### src/rtl/nrv2_pkg.sv
// Package: shared types and constants of the NRV2 decompressor.
package nrv2_pkg;

    typedef enum logic [4:0] {
        PH_TOP, PH_LIT, PH_OFFA, PH_OFFB, PH_OFFC, PH_OFFBYTE, PH_LEN1, PH_LEN2,
        PH_GAMA, PH_GAMB, PH_ESEL, PH_EONE, PH_ETWO, PH_ETHREE, PH_DONE
    } t_phase;

    typedef enum logic [2:0] {
        S_IDLE, S_RUN, S_RD, S_FIN, S_EMRD, S_EMWR
    } t_bstate;

    localparam logic       OP_FEED = 1'b0;
    localparam logic       OP_CONT = 1'b1;

    localparam logic [1:0] V_2B = 2'd0;
    localparam logic [1:0] V_2D = 2'd1;
    localparam logic [1:0] V_2E = 2'd2;

    localparam logic [2:0] ERR_NONE  = 3'd0;
    localparam logic [2:0] ERR_TRUNC = 3'd1;
    localparam logic [2:0] ERR_BADOF = 3'd2;
    localparam logic [2:0] ERR_LIMIT = 3'd3;
    localparam logic [2:0] ERR_OVF   = 3'd4;
    localparam logic [2:0] ERR_WIN   = 3'd5;

    localparam logic       CFG_VARIANT = 1'b0;
    localparam logic       CFG_LIMIT   = 1'b1;

    localparam logic [31:0] OFF_MAX     = 32'h3fffffff;
    localparam logic [31:0] LEN_MAX     = 32'h7fffffff;
    localparam logic [31:0] THR_B       = 32'hfffff300;
    localparam logic [31:0] THR_DE      = 32'hfffffb00;
    localparam logic [31:0] ALL_ONES    = 32'hffffffff;
    localparam logic [31:0] OFF_HI_MASK = 32'hff000000;
    localparam logic [31:0] LIMIT_RST   = 32'd65536;

    typedef struct packed {
        logic       opcode;
        logic [7:0] in_byte;
        logic       final_byte;
    } t_item;

    typedef struct packed {
        logic [1:0]  variant;
        logic [31:0] limit;
    } t_cfg;

    typedef struct packed {
        logic [7:0]  out_byte;
        logic        has_data;
        logic        run_end;
        logic        copy_pending;
        logic        finished;
        logic [2:0]  error_code;
        logic [31:0] bytes_out;
    } t_result;

endpackage

### src/rtl/nrv2_fe.sv
// Front end: accepts requests into a two-entry queue for the decode engine.
module nrv2_fe
    import nrv2_pkg::*;
(
    input  logic  i_clk,
    input  logic  i_rst_n,
    input  logic  i_valid,
    output logic  o_ready,
    input  t_item i_item,
    output logic  o_valid,
    input  logic  i_ready,
    output t_item o_item
);
    t_item      r_q [2];
    logic       r_wp;
    logic       r_rp;
    logic [1:0] r_cnt;
    logic       push;
    logic       pop;

    assign o_ready = (r_cnt != 2'd2);
    assign o_valid = (r_cnt != 2'd0);
    assign o_item  = r_q[r_rp];
    assign push    = i_valid && o_ready;
    assign pop     = o_valid && i_ready;

    always_ff @(posedge i_clk) begin
        if (push) begin
            r_q[r_wp] <= i_item;
        end
    end

    always_ff @(posedge i_clk) begin
        if (!i_rst_n) begin
            r_wp  <= 1'b0;
            r_rp  <= 1'b0;
            r_cnt <= 2'd0;
        end else begin
            if (push) begin
                r_wp <= ~r_wp;
            end
            if (pop) begin
                r_rp <= ~r_rp;
            end
            r_cnt <= r_cnt + {1'b0, push} - {1'b0, pop};
        end
    end
endmodule

### config.mk
export PLATFORM = sky130hd
export DESIGN_NAME = nrv2_fe
export DESIGN_NICKNAME = d
export VERILOG_FILES = /design/src/rtl/nrv2_pkg.sv /design/src/rtl/nrv2_fe.sv
export SDC_FILE = /design/constraint.sdc
export NUM_CORES = 1
export LEC_CHECK = 0
export BUFFER_PORTS_ARGS = -buffer_cell sky130_fd_sc_hd__buf_2
export CAP_MARGIN = 20
export CORE_MARGIN = 2
export CORE_UTILIZATION = 53
export CTS_CLUSTER_SIZE = 10
export DETAILED_ROUTE_END_ITERATION = 10
export GPL_TIMING_DRIVEN = 0
export PLACE_DENSITY = 0.86
export SLEW_MARGIN = 20
export SYNTH_ARGS = -nofsm -noshare
export SYNTH_HDL_FRONTEND = slang
export SYNTH_SLANG_ARGS = --single-unit
### constraint.sdc
create_clock -name i_clk -period 2.23 [get_ports i_clk]
set_input_delay 0.5575 -clock i_clk [delete_from_list [all_inputs] [get_ports i_clk]]
set_output_delay 0.5575 -clock i_clk [all_outputs]
set_load 0.02 [all_outputs]
==> qor_table.md, run 1 <==
| Parameter | This run | Unit |
|---|---|---|
| Status | finished, final reports clean | - |
| Die area | 2150 | um^2 |
| Vias | 500 | - |
| Count of instances resized after the clock tree is built | 0 | - |
| Slew headroom | 44.7 | % |
| Final-layout fill cell count | 137 | - |
| Critical path endpoint category | output pin | - |
| Number of global-route vias before repair | 489 | - |
| Power density over the cells | 1080 | nW/um^2 |
| RSZ-0062 raised after global routing | false | - |
| Number of synthesized register bits | 25 | - |
| Final non-filler cell total | 109 | - |
| Finish-stage setup viols | 0 | - |
| Maximum number of pins on one net before global-route repair | 15 | - |
| Area leader, netlist | edfxtp_1 | - |
| Worst path top cell family by delay | buffers and inverters | - |
| Portion of the post-synthesis area used by sequential elements | 73.5 | % |
| Multi-input gate area in the final layout | 244 | um^2 |
| 1st-pass router iterations | 3 | - |
| Layout cell share with drive strength beyond 1 | 50.0 | % |
| Maximum net fanout on the critical path | 10 | - |
| Register area | 701 | um^2 |
| Sequence of cells on the critical path | buf_2, mux2_2, buf_2 | - |
| Clock root buffer master | clkbuf_4 | - |
| Number of cells produced by synthesis | 55 | - |
| FP Rows | 15 | - |
| Die width | 46.4 | um |
| Design Area, Final | 1140 | um^2 |
| Final count of hold timing violations | 0 | - |
| Worst Hold Slack | 0.426 | ns |
| FF-to-FF path depth | 3 | - |
| Distinct cells, synth | 16 | - |
| Max-cap check violation count | 0 | - |
| Die height | 46.4 | um |
| Power consumption | 1.23 | mW |
| Average footprint of a synthesized cell | 17.3 | um^2 |
| Port-buffer cells | 25 | - |
| Worst Path Class, Setup | reg2out | - |
| CP Buf/Inv Count | 2 | - |
| Grt met2 use | 23.1 | % |
| Setup slack on the worst flop-to-flop path | 0.60 | ns |
| Max-slew violation count | 0 | - |
| Most utilized layer in the global route result | met2 | - |
| Initial antenna violation count | 0 | - |
| Initial Utilization | 55.8 | % |
| Drt wl/cell | 11.6 | um |
| Most used cells in the layout excluding fill and tap cells | 26 x buf_2, 20 x edfxtp_1, 10 x mux2_2 | - |
| Final worst-path cycle share | 87.1 | % |
| Critical path depth | 3 | - |
| Yosys warning count | 0 | - |
| Via density | 4.59 | - |
| Hold Buf Count CTS | 0 | - |
| Number of nets in the layout | 101 | - |
| Diode count | 0 | - |
| Setup clock skew after layout | 0.00963 | ns |
| Antenna Violating Nets Remaining | 0 | - |
| Net count after synthesis | 71 | - |
| Fin Setup TNS | 0 | ns |
| Source-to-sink clock delay at the later pin of the worst-skew pair | 0.31 | ns |
| DRC | 0 | - |
| Shortest clock period the worst path allows after layout | 1.94 | ns |
| GPL Wtd Cong | 0.650 | - |
| Slowest cell on the critical path | mux2_2 | - |
| H-tree depth | 1 | - |
| Maximum cell stage delay along the critical path | 0.36 | ns |
| Class of the worst hold path | in2reg | - |
| Core footprint | 1710 | um^2 |
| Overflow after GRT | 0 | - |
| Number of cells on the worst hold path | 1 | - |
| Wire length reported by the detailed router | 1270 | um |
| Maximum clock path buffer count | 2 | - |
| VDD IR max | 0.614 | mV |
| I/O pin count | 26 | - |
| Placed instance area | 1110 | um^2 |
| Gr usage total | 14.0 | % |
| Clock Sink Count | 25 | - |
| Total setup buffers inserted after CTS | 0 | - |
| Required time of the worst setup path | 1.67 | ns |
| Final cell utilization of the core | 66.6 | % |
| Post-detailed-placement half-perimeter wirelength | 902 | um |
| Layout overhead on the synthesized area | 19.3 | % |
| Cell Area, Synth | 953 | um^2 |
| Timing-limited maximum frequency | 515 | MHz |
| Number of buffers created by CTS | 3 | - |
| Initial DRC Count | 5 | - |
| Pre-CTS setup slack | 0.436 | ns |
| Kind of start point of the critical path | register | - |
| Most area-consuming cells after synthesis | edfxtp_1 63%, mux2_2 12%, dfxtp_1 10%, xnor2_1 2.8%, ha_1 2.6% | - |
| Met3 Track Usage GR | 4.71 | % |
| M1 GR Usage | 15.5 | % |
| Commonest non-fill, non-tap cell in the layout | buf_2 | - |
| Worst Path Arrival | 1.38 | ns |
| Clock slew at the register clock pins of the worst setup and hold paths | 0.13 | ns |
| Worst Slack Setup Final | 0.288 | ns |
| Slew at the pin with the worst max-slew slack | 0.826 | ns |
| Dominant cell type by count on the critical path | buf_2 | - |
| Total placed cells including tap cells | 105 | - |
| CTS tree | built | - |
| First-pass GRT wire length | 1950 | um |
| Area fraction of the dominant cell type after synthesis | 63.0 | % |
| Leakage power | 0.452 | nW |
-- kinds of logic (layout without fill, tap and decap cells) --
group	Yosys count	count (layout)	share of synthesized area [%]
simple gates	11	11	6.43
compound gates	1	1	0.919
flops	25	25	73.5
xor+xnor	3	3	2.76
fa+ha+maj	2	2	2.62
buf+inv	2	31	0.918
mux	11	11	12.9
-- registers in the layout (all words and copies together), names as in the netlist, named ones only --
name	flops
r_rp	1
r_cnt	2
r_wp	1
r_q	20
-- final timing paths --
path                                             to                 from
worst max-delay path                      o_item[8]             register
worst min-delay path            r_q[1][4]$_DFFE_PP_            i_item[4]
worst max register to register  r_q[0][6]$_DFFE_PP_  r_cnt[0]$_SDFF_PN0_
worst min register to register    r_wp$_SDFFE_PN0N_    r_wp$_SDFFE_PN0N_
-- synth_stat cells --
cell / count
inv_1: 1
edfxtp_1: 20
and3_1: 1
mux2_2: 10
nand2b_1: 2
o21a_2: 1
nor2b_1: 2
dfxtp_1: 5
or2_2: 1
and2_1: 2
ha_1: 2
xnor2_1: 3
nor2_1: 1
mux2i_1: 1
nand2_1: 2
buf_2: 1
-- report_power, final --
part / switching (mW) / total (mW) / internal [mW]
clock network: 0.123 / 0.190 / 0.0668
registers: 0.0290 / 0.621 / 0.592
logic: 0.229 / 0.415 / 0.187
total: 0.381 / 1.23 / 0.846
-- cell type report --
| type | count | area share [%] |
|---|---|---|
| sequential | 25 | 61.6 |
| clock buffer | 3 | 1.98 |
| multi-input combinational | 28 | 21.5 |
| buffer | 1 | 0.440 |
| inverter | 1 | 0.330 |
| tap | 25 | 2.75 |
| clock inverter | 1 | 0.440 |
| timing repair buffer | 25 | 11.0 |
-- layer usage --
layer,share of wire (%),wire length (um),up-vias
met1,44,552,228
met2,50,631,14
met3,5.5,70,2
met4,0.95,12,0
met5,0,0,-
li1,-,-,256
No activity file was read; power rests on OpenSTA's default activity.
==> run 2, diff against run 1 <==
--- a/config.mk
+++ b/config.mk
@@ -7,11 +7,13 @@
 export LEC_CHECK = 0
 export BUFFER_PORTS_ARGS = -buffer_cell sky130_fd_sc_hd__buf_2
 export CAP_MARGIN = 20
+export CORE_ASPECT_RATIO = 0.9
 export CORE_MARGIN = 2
 export CORE_UTILIZATION = 53
 export CTS_CLUSTER_SIZE = 10
 export DETAILED_ROUTE_END_ITERATION = 10
 export GPL_TIMING_DRIVEN = 0
+export HOLD_SLACK_MARGIN = 0.08
 export PLACE_DENSITY = 0.86
 export SLEW_MARGIN = 20
 export SYNTH_ARGS = -nofsm -noshare
==> run 2 against run 1 <==
Net effect: largest power group unchanged; global-route usage up 0.83 points; clock power up 4%; critical path depth unchanged; worst setup slack about the same; maximum frequency about the same; core utilization up 1.1 points; clock skew down 0.0040 ns; sequential power about the same; routed wire length up 8.8%; power up 1.0%; non-clock buffer count unchanged.
==> qor_table.md, run 2 (same netlist as run 1, synthesis figures left out) <==
| Parameter | This run | Unit | Delta |
|---|---|---|---|
| Number of global-route vias before repair | 529 | - | +8.2% |
| Finish-stage setup viols | 0 | - | unchanged |
| Count of instances resized after the clock tree is built | 0 | - | unchanged |
| Power density over the cells | 1090 | nW/um^2 | +0.92% |
| Slowest cell on the critical path | mux2_2 | - |  |
| I/O pin count | 26 | - | unchanged |
| Initial Utilization | 56.7 | % | +0.87 points |
| Maximum net fanout on the critical path | 10 | - | unchanged |
| Maximum cell stage delay along the critical path | 0.37 | ns | about the same |
| Drt wl/cell | 12.8 | um | +9.8% |
| Max-cap check violation count | 0 | - | unchanged |
| Overflow after GRT | 0 | - | unchanged |
| Top flop regs | r_q: 20 flops, r_cnt: 2 flops | - |  |
| Number of nets in the layout | 101 | - | unchanged |
| Maximum clock path buffer count | 2 | - | unchanged |
| Layout overhead on the synthesized area | 19.4 | % |  |
| Worst Path Class, Setup | reg2out | - |  |
| Timing-limited maximum frequency | 515 | MHz | about the same |
| VDD IR max | 0.679 | mV | +11% |
| Maximum number of pins on one net before global-route repair | 16 | - | +1 |
| Final worst-path cycle share | 87.1 | % | about the same |
| Required time of the worst setup path | 1.67 | ns | about the same |
| Core footprint | 1680 | um^2 | -1.5% |
| Met3 Wirelength | 60 | um | -14% |
| Worst Path Arrival | 1.38 | ns | about the same |
| Sequence of cells on the critical path | buf_2, mux2_2, buf_2 | - |  |
| Top routing layer in use | met4 | - |  |
| Layout cell share with drive strength beyond 1 | 50.0 | % | unchanged |
| Most flops, register | r_q | - |  |
| Fin Setup TNS | 0 | ns | unchanged |
| RSZ-0062 raised after global routing | false | - |  |
| Vias | 511 | - | +2.2% |
| Post-detailed-placement half-perimeter wirelength | 966 | um | +7.1% |
| Max-slew violation count | 0 | - | unchanged |
| Multi-input gate area in the final layout | 244 | um^2 | unchanged |
| Port-buffer cells | 25 | - | unchanged |
| Setup slack on the worst flop-to-flop path | 0.57 | ns | -0.03 ns |
| Critical path endpoint category | output pin | - |  |
| Worst path top cell family by delay | buffers and inverters | - |  |
| Final cell utilization of the core | 67.7 | % | +1.1 points |
| H-tree depth | 1 | - | unchanged |
| Antenna Violating Nets Remaining | 0 | - | unchanged |
| Slew headroom | 43.4 | % | -1.3 points |
| Wire length reported by the detailed router | 1380 | um | +8.8% |
| Met1 wire length | 571 | um | +3.4% |
| Worst Hold Slack | 0.425 | ns | -0.00110 ns |
| Hold Buf Count CTS | 0 | - | unchanged |
| Dominant cell type by count on the critical path | buf_2 | - |  |
| Die height | 44.2 | um | -4.7% |
| First-pass GRT wire length | 2230 | um | +14% |
| Gr usage total | 14.8 | % | +0.83 points |
| Class of the worst hold path | in2reg | - |  |
| Via density | 4.73 | - | +3.1% |
| Initial antenna violation count | 0 | - | unchanged |
| Final count of hold timing violations | 0 | - | unchanged |
| Kind of start point of the critical path | register | - |  |
| FP Rows | 14 | - | -1 |
| Source-to-sink clock delay at the later pin of the worst-skew pair | 0.31 | ns | about the same |
| Most used cells in the layout excluding fill and tap cells | 26 x buf_2, 20 x edfxtp_1, 10 x mux2_2 | - |  |
| Final-layout fill cell count | 141 | - | +2.9% |
| Status | finished, final reports clean | - |  |
| Setup clock skew after layout | 0.00567 | ns | -0.00397 ns |
| Register area | 701 | um^2 | unchanged |
| CP Buf/Inv Count | 2 | - | unchanged |
| Wire length on met2 | 728 | um | +15% |
| Diode count | 0 | - | unchanged |
| DRC | 0 | - | unchanged |
| Commonest non-fill, non-tap cell in the layout | buf_2 | - |  |
| Leakage power | 0.449 | nW | -0.83% |
| Slew at the pin with the worst max-slew slack | 0.846 | ns | +0.0192 ns |
| Initial DRC Count | 2 | - | -3 |
| Die width | 48.7 | um | +4.9% |
| Shortest clock period the worst path allows after layout | 1.94 | ns | -0.0000490 ns |
| 1st-pass router iterations | 4 | - | +1 |
| Clock root buffer master | clkbuf_4 | - |  |
| Max FFs per register | 20 | - | unchanged |
| GPL Wtd Cong | 0.647 | - | -0.48% |
| Die area | 2150 | um^2 | about the same |
| Number of buffers created by CTS | 3 | - | unchanged |
| Clock Sink Count | 25 | - | unchanged |
| Clock slew at the register clock pins of the worst setup and hold paths | 0.14 | ns | about the same |
| Total setup buffers inserted after CTS | 0 | - | unchanged |
| CTS tree | built | - |  |
[run 2: changes by cell type in the layout (fill, tap and decap cells not counted), sizes merged]
cell,before,now
clkinvlp,0,1
clkinv,1,0
[run 2: worst paths after layout]
path                                           from                   to  cells past startpoint
worst max-delay path                       register            o_item[2]                      3
worst min-delay path                      i_item[1]  r_q[1][1]$_DFFE_PP_                      1
worst max register to register  r_cnt[0]$_SDFF_PN0_  r_q[0][6]$_DFFE_PP_                      3
worst min register to register    r_wp$_SDFFE_PN0N_    r_wp$_SDFFE_PN0N_                      2
[run 2: worst reg2reg max path: cells and delay by family, from the launching register on]
kind / cells / cell delay, ns
DFF: 1 / 0.39
and+or+nand+nor: 3 / 0.93
[run 2: final cells by class]
| cell class | instances | share of cell area (%) |
|---|---|---|
| inverter | 1 | 0.330 |
| sequential | 25 | 61.5 |
| buffer | 1 | 0.440 |
| multi-input combinational | 28 | 21.4 |
| tap | 24 | 2.64 |
| timing repair buffer | 25 | 11.0 |
| clock buffer | 3 | 1.98 |
| clock inverter | 1 | 0.659 |
[run 2: power breakdown]
| part | total [mW] | leakage (nW) | internal [mW] | switching [mW] |
|---|---|---|---|---|
| Clock | 0.198 | 0.0139 | 0.0683 | 0.130 |
| Sequential | 0.624 | 0.228 | 0.592 | 0.0321 |
| Combinational | 0.416 | 0.207 | 0.187 | 0.230 |
[run 2: metal layers]
layer	vias to the layer above	global-route usage (%)
met4	0	8.57
met3	2	3.04
li1	258	-
met1	237	16.8
met2	14	26.8
met5	-	0
[run 2: per-stage QoR]
stage,setup slack (ns),instances,total power [mW],area (um^2)
6_report,0.288,108,1.24,1140
4_1_cts,0.262,108,1.25,1140
5_1_grt,0.211,108,1.31,1140
3_3_place_gp,0.443,104,1.04,1110
2_1_floorplan,0.521,55,0.941,953
3_5_place_dp,0.421,104,1.06,1110
